`config.mk`:
```
export PLATFORM = sky130hd
export DESIGN_NAME = image_row_deframer_unit
export DESIGN_NICKNAME = d
export VERILOG_FILES = /design/src/sv/ird_pkg.sv /design/src/sv/image_row_deframer_unit.sv /design/src/sv/ird_fifo.sv /design/src/sv/ird_front.sv /design/src/sv/ird_back.sv
export SDC_FILE = /design/constraint.sdc
export NUM_CORES = 1
export LEC_CHECK = 0
export BUFFER_PORTS_ARGS = -buffer_cell sky130_fd_sc_hd__buf_2
export CAP_MARGIN = 40
export CORE_MARGIN = 2
export CORE_UTILIZATION = 61
export DETAILED_ROUTE_END_ITERATION = 10
export PLACE_DENSITY = 0.78
export SLEW_MARGIN = 20
export SYNTH_ARGS = -nofsm -noshare
export SYNTH_HDL_FRONTEND = slang
export SYNTH_SLANG_ARGS = --single-unit
export TNS_END_PERCENT = 20
```
`constraint.sdc`:
```
create_clock -name clk -period 2.3 [get_ports clk]
set_input_delay 0.46 -clock clk [delete_from_list [all_inputs] [get_ports clk]]
set_output_delay 0.46 -clock clk [all_outputs]
set_load 0.05 [all_outputs]
```
`src/sv/ird_pkg.sv`:
```
// Shared types and constants for the image row deframer.
// No dependencies; used by every module of the block.
package ird_pkg;

  localparam logic [7:0] START_CHAR = 8'h59;  // 'Y'
  localparam logic [7:0] SEP_CHAR   = 8'h3A;  // ':'

  localparam int ADDR_W = 10;
  localparam int ROW_W  = 8;

  // queue depth is a power of two so the pointers wrap on their own
  localparam int FIFO_DEPTH = 2;
  localparam int FIFO_PTR_W = 1;
  localparam int FIFO_LVL_W = 2;

  typedef enum logic [1:0] {
    FS_START,
    FS_SEP,
    FS_ROWNUM,
    FS_PIXELS
  } front_state_t;

  typedef enum logic {
    BS_FILL,
    BS_FLUSH
  } back_state_t;

  // pixel transaction handed from the front to the back
  typedef struct packed {
    logic [7:0]       pixel;
    logic             last;
    logic [ROW_W-1:0] row;
  } cmd_t;

  typedef struct packed {
    logic [ADDR_W-1:0] addr;
    logic [7:0]        pixel;
    logic              last;
  } wr_t;

endpackage

```
`src/sv/image_row_deframer_unit.sv`:
```
// Image row deframer: one received byte per cycle in while in_full is low; a completed
// row leaves as ROW_BYTES frame-store writes through the row-store read register and
// the two-entry result queue, which also pace a flush; meanwhile the front takes the
// next header and 2 pixel bytes.
// Reset (synchronous, active low) clears parser, sequencer and queues; the row
// store is not cleared, since every entry is written before a flush reads it.
module image_row_deframer_unit #(
  parameter int ROW_BYTES = 16,
  parameter int NUM_ROWS  = 64
) (
  input  logic                        clk,
  input  logic                        rst_n,
  input  logic                        in_push,
  output logic                        in_full,
  input  logic [7:0]                  in_rx_byte,
  output logic                        out_empty,
  input  logic                        out_pop,
  output logic [ird_pkg::ADDR_W-1:0]  out_frame_address,
  output logic [7:0]                  out_pixel_byte,
  output logic                        out_last_of_row
);

  logic          cmd_push;
  logic          cmd_full;
  logic          cmd_empty;
  logic          cmd_pop;
  ird_pkg::cmd_t cmd_in;
  ird_pkg::cmd_t cmd_out;
  logic [ird_pkg::FIFO_LVL_W-1:0] cmd_level;

  ird_front #(
    .ROW_BYTES (ROW_BYTES),
    .NUM_ROWS  (NUM_ROWS)
  ) u_front (
    .clk        (clk),
    .rst_n      (rst_n),
    .in_push    (in_push),
    .in_rx_byte (in_rx_byte),
    .in_full    (in_full),
    .cmd_push   (cmd_push),
    .cmd        (cmd_in),
    .cmd_full   (cmd_full)
  );

  ird_fifo #(
    .WIDTH ($bits(ird_pkg::cmd_t))
  ) u_cmd_q (
    .clk   (clk),
    .rst_n (rst_n),
    .push  (cmd_push),
    .wdata (cmd_in),
    .full  (cmd_full),
    .pop   (cmd_pop),
    .rdata (cmd_out),
    .empty (cmd_empty),
    .level (cmd_level)
  );

  ird_back #(
    .ROW_BYTES (ROW_BYTES)
  ) u_back (
    .clk               (clk),
    .rst_n             (rst_n),
    .cmd_empty         (cmd_empty),
    .cmd               (cmd_out),
    .cmd_pop           (cmd_pop),
    .out_empty         (out_empty),
    .out_pop           (out_pop),
    .out_frame_address (out_frame_address),
    .out_pixel_byte    (out_pixel_byte),
    .out_last_of_row   (out_last_of_row)
  );

  a_cmd_level_bound: assert property (@(posedge clk) disable iff (!rst_n)
    cmd_full |-> (cmd_level == ird_pkg::FIFO_LVL_W'(ird_pkg::FIFO_DEPTH)))
    else $error("transaction queue level out of step with full flag");

endmodule

```
`src/sv/ird_fifo.sv`:
```
// Two-entry register queue used between the front and back and on the result side.
// Depends on ird_pkg for the depth and level width.
module ird_fifo #(
  parameter int WIDTH = 8
) (
  input  logic                          clk,
  input  logic                          rst_n,
  input  logic                          push,
  input  logic [WIDTH-1:0]              wdata,
  output logic                          full,
  input  logic                          pop,
  output logic [WIDTH-1:0]              rdata,
  output logic                          empty,
  output logic [ird_pkg::FIFO_LVL_W-1:0] level
);

  logic [WIDTH-1:0]               ent_r [ird_pkg::FIFO_DEPTH];
  logic [ird_pkg::FIFO_PTR_W-1:0] wr_ptr_r;
  logic [ird_pkg::FIFO_PTR_W-1:0] rd_ptr_r;
  logic [ird_pkg::FIFO_LVL_W-1:0] cnt_r;
  logic [ird_pkg::FIFO_LVL_W-1:0] cnt_nxt;
  logic                           do_push;
  logic                           do_pop;

  assign full    = (cnt_r == ird_pkg::FIFO_LVL_W'(ird_pkg::FIFO_DEPTH));
  assign empty   = (cnt_r == '0);
  assign level   = cnt_r;
  assign rdata   = ent_r[rd_ptr_r];
  assign do_push = push && !full;
  assign do_pop  = pop && !empty;

  always_comb begin
    cnt_nxt = cnt_r;
    if (do_push && !do_pop) begin
      cnt_nxt = cnt_r + 1'b1;
    end else if (do_pop && !do_push) begin
      cnt_nxt = cnt_r - 1'b1;
    end
  end

  always_ff @(posedge clk) begin
    if (!rst_n) begin
      wr_ptr_r <= '0;
      rd_ptr_r <= '0;
      cnt_r    <= '0;
    end else begin
      cnt_r <= cnt_nxt;
      if (do_push) begin
        wr_ptr_r <= wr_ptr_r + 1'b1;
      end
      if (do_pop) begin
        rd_ptr_r <= rd_ptr_r + 1'b1;
      end
    end
  end

  always_ff @(posedge clk) begin
    if (do_push) begin
      ent_r[wr_ptr_r] <= wdata;
    end
  end

endmodule

```
`src/sv/ird_front.sv`:
```
// Front end: parses the row header and turns pixel bytes into queued transactions.
// Depends on ird_pkg for the state type, header characters and cmd_t.
module ird_front #(
  parameter int ROW_BYTES = 16,
  parameter int NUM_ROWS  = 64
) (
  input  logic          clk,
  input  logic          rst_n,
  input  logic          in_push,
  input  logic [7:0]    in_rx_byte,
  output logic          in_full,
  output logic          cmd_push,
  output ird_pkg::cmd_t cmd,
  input  logic          cmd_full
);

  localparam int COL_W = (ROW_BYTES > 1) ? $clog2(ROW_BYTES) : 1;

  ird_pkg::front_state_t       state_r;
  ird_pkg::front_state_t       state_nxt;
  logic [COL_W-1:0]            col_r;
  logic [COL_W-1:0]            col_nxt;
  logic [ird_pkg::ROW_W-1:0]   row_r;
  logic [ird_pkg::ROW_W-1:0]   row_nxt;
  logic                        accept;
  logic                        col_last;

  assign in_full  = cmd_full;
  assign accept   = in_push && !cmd_full;
  assign col_last = (col_r == COL_W'(ROW_BYTES - 1));

  assign cmd.pixel = in_rx_byte;
  assign cmd.last  = col_last;
  assign cmd.row   = row_r;

  always_comb begin
    state_nxt = state_r;
    col_nxt   = col_r;
    row_nxt   = row_r;
    cmd_push  = 1'b0;
    if (accept) begin
      case (state_r)
        ird_pkg::FS_START: begin
          if (in_rx_byte == ird_pkg::START_CHAR) begin
            state_nxt = ird_pkg::FS_SEP;
          end
        end
        ird_pkg::FS_SEP: begin
          // a bad separator is dropped, not rechecked as a start byte
          if (in_rx_byte == ird_pkg::SEP_CHAR) begin
            state_nxt = ird_pkg::FS_ROWNUM;
          end else begin
            state_nxt = ird_pkg::FS_START;
          end
        end
        ird_pkg::FS_ROWNUM: begin
          // redirect out-of-range rows to row 0
          if ({1'b0, in_rx_byte} < 9'(NUM_ROWS)) begin
            row_nxt = in_rx_byte;
          end else begin
            row_nxt = '0;
          end
          col_nxt   = '0;
          state_nxt = ird_pkg::FS_PIXELS;
        end
        ird_pkg::FS_PIXELS: begin
          cmd_push = 1'b1;
          if (col_last) begin
            col_nxt   = '0;
            state_nxt = ird_pkg::FS_START;
          end else begin
            col_nxt = col_r + 1'b1;
          end
        end
        default: begin
          state_nxt = ird_pkg::FS_START;
        end
      endcase
    end
  end

  always_ff @(posedge clk) begin
    if (!rst_n) begin
      state_r <= ird_pkg::FS_START;
      col_r   <= '0;
      row_r   <= '0;
    end else begin
      state_r <= state_nxt;
      col_r   <= col_nxt;
      row_r   <= row_nxt;
    end
  end

  a_rownum_starts_row: assert property (@(posedge clk) disable iff (!rst_n)
    (accept && state_r == ird_pkg::FS_ROWNUM) |=>
      (state_r == ird_pkg::FS_PIXELS && col_r == '0))
    else $error("row header did not start a pixel run at column 0");

endmodule

```
`src/sv/ird_back.sv`:
```
// Back end: row store, flush sequencer and result queue.
// Depends on ird_pkg (cmd_t, wr_t, back_state_t) and ird_fifo.
module ird_back #(
  parameter int ROW_BYTES = 16
) (
  input  logic                        clk,
  input  logic                        rst_n,
  input  logic                        cmd_empty,
  input  ird_pkg::cmd_t               cmd,
  output logic                        cmd_pop,
  output logic                        out_empty,
  input  logic                        out_pop,
  output logic [ird_pkg::ADDR_W-1:0]  out_frame_address,
  output logic [7:0]                  out_pixel_byte,
  output logic                        out_last_of_row
);

  localparam int COL_W = (ROW_BYTES > 1) ? $clog2(ROW_BYTES) : 1;
  localparam int PROD_W = ird_pkg::ROW_W + 7;

  logic [7:0] mem [ROW_BYTES];

  ird_pkg::back_state_t              state_r;
  ird_pkg::back_state_t              state_nxt;
  logic [COL_W-1:0]                  wr_idx_r;
  logic [COL_W-1:0]                  wr_idx_nxt;
  logic [COL_W-1:0]                  rd_idx_r;
  logic [COL_W-1:0]                  rd_idx_nxt;
  logic [ird_pkg::ADDR_W-1:0]        addr_r;
  logic [ird_pkg::ADDR_W-1:0]        addr_nxt;
  logic                              pend_r;
  logic [ird_pkg::ADDR_W-1:0]        pend_addr_r;
  logic                              pend_last_r;
  logic [7:0]                        rd_data_r;
  logic                              wr_en;
  logic                              issue;
  logic                              rd_last;
  logic [PROD_W-1:0]                 base;
  logic [ird_pkg::FIFO_LVL_W-1:0]    oq_level;
  logic                              oq_full;
  ird_pkg::wr_t                      oq_wdata;
  ird_pkg::wr_t                      oq_rdata;

  assign base    = PROD_W'(cmd.row) * PROD_W'(ROW_BYTES);
  assign rd_last = (rd_idx_r == COL_W'(ROW_BYTES - 1));

  always_comb begin
    state_nxt  = state_r;
    wr_idx_nxt = wr_idx_r;
    rd_idx_nxt = rd_idx_r;
    addr_nxt   = addr_r;
    cmd_pop    = 1'b0;
    wr_en      = 1'b0;
    issue      = 1'b0;
    case (state_r)
      ird_pkg::BS_FILL: begin
        if (!cmd_empty) begin
          cmd_pop = 1'b1;
          wr_en   = 1'b1;
          if (cmd.last) begin
            wr_idx_nxt = '0;
            rd_idx_nxt = '0;
            addr_nxt   = base[ird_pkg::ADDR_W-1:0];
            state_nxt  = ird_pkg::BS_FLUSH;
          end else begin
            wr_idx_nxt = wr_idx_r + 1'b1;
          end
        end
      end
      ird_pkg::BS_FLUSH: begin
        // read only when the result queue has room for the data in flight
        if ((3'(oq_level) + 3'(pend_r)) < 3'(ird_pkg::FIFO_DEPTH)) begin
          issue    = 1'b1;
          addr_nxt = addr_r + 1'b1;
          if (rd_last) begin
            rd_idx_nxt = '0;
            state_nxt  = ird_pkg::BS_FILL;
          end else begin
            rd_idx_nxt = rd_idx_r + 1'b1;
          end
        end
      end
      default: begin
        state_nxt = ird_pkg::BS_FILL;
      end
    endcase
  end

  always_ff @(posedge clk) begin
    if (!rst_n) begin
      state_r  <= ird_pkg::BS_FILL;
      wr_idx_r <= '0;
      rd_idx_r <= '0;
      addr_r   <= '0;
      pend_r   <= 1'b0;
    end else begin
      state_r  <= state_nxt;
      wr_idx_r <= wr_idx_nxt;
      rd_idx_r <= rd_idx_nxt;
      addr_r   <= addr_nxt;
      pend_r   <= issue;
    end
  end

  always_ff @(posedge clk) begin
    if (wr_en) begin
      mem[wr_idx_r] <= cmd.pixel;
    end
    if (issue) begin
      rd_data_r   <= mem[rd_idx_r];
      pend_addr_r <= addr_r;
      pend_last_r <= rd_last;
    end
  end

  assign oq_wdata.addr  = pend_addr_r;
  assign oq_wdata.pixel = rd_data_r;
  assign oq_wdata.last  = pend_last_r;

  ird_fifo #(
    .WIDTH ($bits(ird_pkg::wr_t))
  ) u_out_q (
    .clk   (clk),
    .rst_n (rst_n),
    .push  (pend_r),
    .wdata (oq_wdata),
    .full  (oq_full),
    .pop   (out_pop),
    .rdata (oq_rdata),
    .empty (out_empty),
    .level (oq_level)
  );

  assign out_frame_address = oq_rdata.addr;
  assign out_pixel_byte    = oq_rdata.pixel;
  assign out_last_of_row   = oq_rdata.last;

  a_no_result_overflow: assert property (@(posedge clk) disable iff (!rst_n)
    pend_r |-> !oq_full)
    else $error("store read landed on a full result queue");

  a_no_fill_during_flush: assert property (@(posedge clk) disable iff (!rst_n)
    (state_r == ird_pkg::BS_FLUSH) |-> (!cmd_pop && !wr_en))
    else $error("row store written while a flush is in progress");

  a_last_starts_flush: assert property (@(posedge clk) disable iff (!rst_n)
    (cmd_pop && cmd.last) |=>
      (state_r == ird_pkg::BS_FLUSH && rd_idx_r == '0 && wr_idx_r == '0))
    else $error("end of row did not start a flush at column 0");

endmodule
```
* Word-level counts from Yosys, hierarchy flattened *
Memory sizes are Yosys's and may differ from the RTL's. A register that Yosys moved wholly into a read port is not among the register bits.
Cells that the tools add are included.

word-level totals
  bits in registers = 53
  input bits = 12
  memory bits (writable) = 200
  memories = 3

memories
  name                  words  bits a word  rd ports  clocked after memory_dff  write ports  line            text
  u_back.mem            16     8            1         1                         1            ird_back.sv:21  logic [7:0] mem [ROW_BYTES];
  u_back.u_out_q.ent_r  2      19           1         1                         1            ird_fifo.sv:17  logic [WIDTH-1:0] ent_r [ird_pkg::FIFO_DEPTH];
  u_cmd_q.ent_r         2      17           1         1                         1            ird_fifo.sv:17

cells by class
  bitwise operators = 2
  reductions and logical operators = 28
  equality and inequality tests = 14
  add/subtract/negate cells = 13
  multiplexer cells = 42
  magnitude comparators = 2

operators with widths
  kind                   number
  $mux 10                3
  $mux 4                 6
  $mux 1                 20
  $pmux 10 s2            1
  $pmux 4 s2             2
  $mux 2                 7
  $add 4x1->4 const B    3
  $add 10x1->10 const B  1
  $logic_and 1x1->1      9
  $eq 2x2->1 const B     4
  $eq 4x4->1 const B     2
  $eq 8x6->1 const B     1
  $eq 8x7->1 const B     1
  $logic_not 1->1        8
  $lt 8x7->1 const B     1
  $mux 8                 1
  $pmux 2 s4             1
  $logic_not 2->1        3
  $ne 2x2->1 const B     3
  $reduce_and 2->1       3
  $reduce_and 3->1       2
  $reduce_bool 2->1      3
  $add 1x1->1 const B    4
  $add 2x1->2 const B    2
  other kinds (7)        10

* Logic depth before layout (Yosys ltp) *
  depth in word-level cells = 9
  depth in mapped cells = 8

* Hierarchy *
From an unflattened synthesis, not the netlist that was laid out.

second synthesis, totals
  cell total of the unflattened synthesis = 615
  area, all modules = 10,293.6 um^2

modules (own cells, without submodules)
  module                     area each (um^2)  cells an instance  times used
  ird_back                   6,500.0           368                1
  ird_fifo (u_back.u_out_q)  1,601.5           84                 1
  ird_fifo (u_cmd_q)         1,458.9           78                 1
  ird_front                  733.2             85                 1

* Least setup slack after synthesis *
OpenSTA, ideal clock, no wires.

  kind = register to register
  from = reg u_back.state_r
  to = mem u_back.mem[3][0] (enable)
  path slack = 342 ps
  stages on the path, launching flop included = 6
  data arrival time = 1,575 ps
  cells stage by stage = dfxtp_1 > buf_6 > o21ba_2 > buf_2 > nand2_1 > nor3_1

between the ends
  word-level cells in the longest chain between the ends = 3

ends and longest elaborated chain
  element                       line             text
  from (decl)                   ird_back.sv:23   ird_pkg::back_state_t state_r;
  from (signal assigned)        ird_back.sv:91   state_r <= ird_pkg::BS_FILL;
  from (signal assigned)        ird_back.sv:97   state_r <= state_nxt;
  $mux 1                        ird_back.sv:55   case (state_r)
  $mux 1                        ird_back.sv:106  if (wr_en) begin
  $mux 1 (not written as such)  ird_back.sv:107  mem[wr_idx_r] <= cmd.pixel;
  to (decl)                     ird_back.sv:21

No other way between the ends.

==> metrics <==
port bufs=32; post-layout instance area=11400 sq um; gpl congestion=0.824; critical path launch point type=flop; net count of the mapped netlist=621; die height=133 um; number of antenna violations at the first check in global routing=0; number of design rule violations left after detail routing=0; slew at the pin with the worst max-slew slack=0.833 ns; Routed WL=19800 um; post-placement cell count=848; CP Data Required Time=1.84 ns; width of the die=133 um; Hold Fails Final Rpt=0; Synth top area share=63.8%; clock tree from TritonCTS=built; final setup slack of the worst path=0.187 ns; buffer levels on the longest clock path=3; cell type with the largest total area after synthesis=sky130_fd_sc_hd__edfxtp_1; fraction of layout instances using a drive strength above 1=23.1%; proportion of register bits with asynchronous set or reset after synthesis=0%; Leakage Power=3.80 nW; capturing element type of the critical path=primary output; Mapped Avg Cell Area=16.9 sq um; wire length per cell=22.2 um; initial core utilization=61.7%; P&R area growth vs syn=12.4%; full die area=17600 sq um; clock-pin slew reported for the worst setup and hold paths after clock tree synthesis=0.06 ns; normalized max-slew margin=44.3%; Post-Synthesis Cell Area=10100 sq um; WP data arrival=1.65 ns; most frequent cell after synthesis=sky130_fd_sc_hd__edfxtp_1; total negative slack for setup checks=0 ns; clock buffer count from CTS=25; remaining global-route overflow=0; number of synthesized register bits=257; # hold bufs at CTS=0; H-tree depth=1; Pre-Repair DR Iteration Count=5; number of sinks driven by the clock tree=257; cell count after synthesis=600; core region area=16400 sq um; type of the worst min-delay path=in -> reg; number of filler instances in the final layout=1018; number of max-capacitance violations reported=0; Final nets=679; Overall Global Routing Usage=22.7%; worst hold slack=0.165 ns; count of cells resized by post-cts repair=0; global-route wire length before repair=30300 um; type of the worst setup path=reg -> out; DP Worst Slack=0.168 ns; via total after detailed routing=5535; RSZ-0062 raised after global routing=no; DRT antenna net count=0; I/O pin count=33; routed via count divided by cell count=6.18; status=complete, no violations; post-layout minimum cycle time=2.11 ns; clock tree skew after final layout=0.0180 ns; number of distinct library cell variants in the gate-level netlist after synthesis=55; HPWL after detailed placement=12100 um; Post-CTS Setup Inserts=0; largest cells by area after synthesis=sky130_fd_sc_hd__edfxtp_1, sky130_fd_sc_hd__dfxtp_1, sky130_fd_sc_hd__mux4_2; number of global-route vias before repair=5558; largest driver fanout on the critical path=19; Clk Latency, worst-skew pair=0.52 ns; register area share after synthesis=72.1%; count of routing violations after the opening detailed-route iteration=611; pin count of the biggest net entering global routing=36; instance area at placement=10600 sq um; non-filler instance count after layout=895; peak ir drop on the vdd network=0.663 mV; peak clock frequency supported by timing=0.473 GHz; clock root buffer master=sky130_fd_sc_hd__clkbuf_16; Setup Viol. Count Final=0; cell types with the highest counts after synthesis=sky130_fd_sc_hd__edfxtp_1, sky130_fd_sc_hd__dfxtp_1, sky130_fd_sc_hd__nand2_1; count of flip-flops with a built-in enable after synthesis=215; Cell Pwr Density=1030 nW/um^2; combined flip-flop and latch cell area=7300 sq um; number of warnings issued by yosys=0; # rows=47; Diodes inserted=0; period utilization=91.9%; Top FF cell, synth=sky130_fd_sc_hd__edfxtp_1; final slew viol count=0; total area of multi-input combinational cells=2600 sq um
-- registers in the layout, summed over array words and instances, names as in the netlist, 4 cells and up, named ones only --
signal	count
u_back.rd_data_r	8
u_back.mem	128
u_back.wr_idx_r	4
u_back.rd_idx_r	4
u_back.addr_r	10
u_front.row_r	6
u_back.u_out_q.ent_r	38
u_front.col_r	4
u_back.pend_addr_r	10
u_cmd_q.ent_r	30
-- through the flow --
step,total power [mW],utilization (%)
floorplan,7.55,-
global placement,7.95,64.6
detailed placement,8.04,64.6
CTS,11.8,69.2
global route,12.1,69.4
finish,11.7,69.4
-- per-layer routing --
layer  up-vias  GRT usage [%]  part of all wire, %
met5         -              0                    0
li1       2467              -                    -
met3        46           4.64                  7.7
met1      2761           29.9                   40
met2       261           37.7                   50
met4         0           8.60                  3.0
-- critical path: stages (launching register included) --
cell	delay, ns
sky130_fd_sc_hd__dfxtp_1	0.31
sky130_fd_sc_hd__buf_4	0.24
sky130_fd_sc_hd__mux2_2	0.36
sky130_fd_sc_hd__buf_2	0.21
-- report_power, final --
group	internal, mW	switching (mW)
Combinational	0.745	1.39
Clock	2.14	1.59
Sequential	5.61	0.237
Total	8.49	3.22
-- cell usage in the layout (no fill, tap or decap), types with 17 or more instances in the layout --
cell type | synthesis | final
sky130_fd_sc_hd__edfxtp_1 | 215 | 215
sky130_fd_sc_hd__nand2_1 | 41 | 41
sky130_fd_sc_hd__dfxtp_1 | 42 | 41
sky130_fd_sc_hd__buf_2 | 7 | 32
sky130_fd_sc_hd__mux2_2 | 28 | 28
sky130_fd_sc_hd__buf_4 | 1 | 27
sky130_fd_sc_hd__clkbuf_16 | 0 | 25
sky130_fd_sc_hd__mux4_2 | 23 | 23
sky130_fd_sc_hd__nor2_1 | 21 | 21
sky130_fd_sc_hd__a22oi_1 | 17 | 17
-- worst paths after layout --
check	from	end	slack (ns)	depth (start not counted)
worst max-delay path	flop	out_pixel_byte[3]	0.19	3
worst min-delay path	in_rx_byte[6]	u_cmd_q.ent_r[1][15]$_DFFE_PP_	0.16	1
worst min register to register	u_back.pend_addr_r[1]$_DFFE_PP_	u_back.u_out_q.ent_r[0][10]$_DFFE_PP_	0.44	0
worst max register to register	u_back.rd_idx_r[0]$_SDFFE_PN0P_	u_back.rd_data_r[1]$_DFFE_PP_	0.32	4
-- cell families (layout without fill, tap and decap cells) --
logic type / Yosys count / count (layout) / share of synthesized area (%)
and+or+nand+nor: 135 / 135 / 6.70
xor gates and xnor gates: 9 / 9 / 0.779
AOI/OAI and AO/OA: 79 / 79 / 5.60
DFF: 257 / 257 / 72.1
buffers and inverters: 42 / 117 / 2.22
adders and majority gates: 9 / 9 / 1.11
muxes: 69 / 69 / 11.5
-- cell type report --
cell class	count	area share, %
flip-flops and latches	257	64.2
multi-input cells	301	22.9
clock buffers	33	5.85
repair buffers	62	3.67
well taps	220	2.42
clock inverters	11	0.682
inverters	11	0.363
Power figures use the tool's default switching activity.
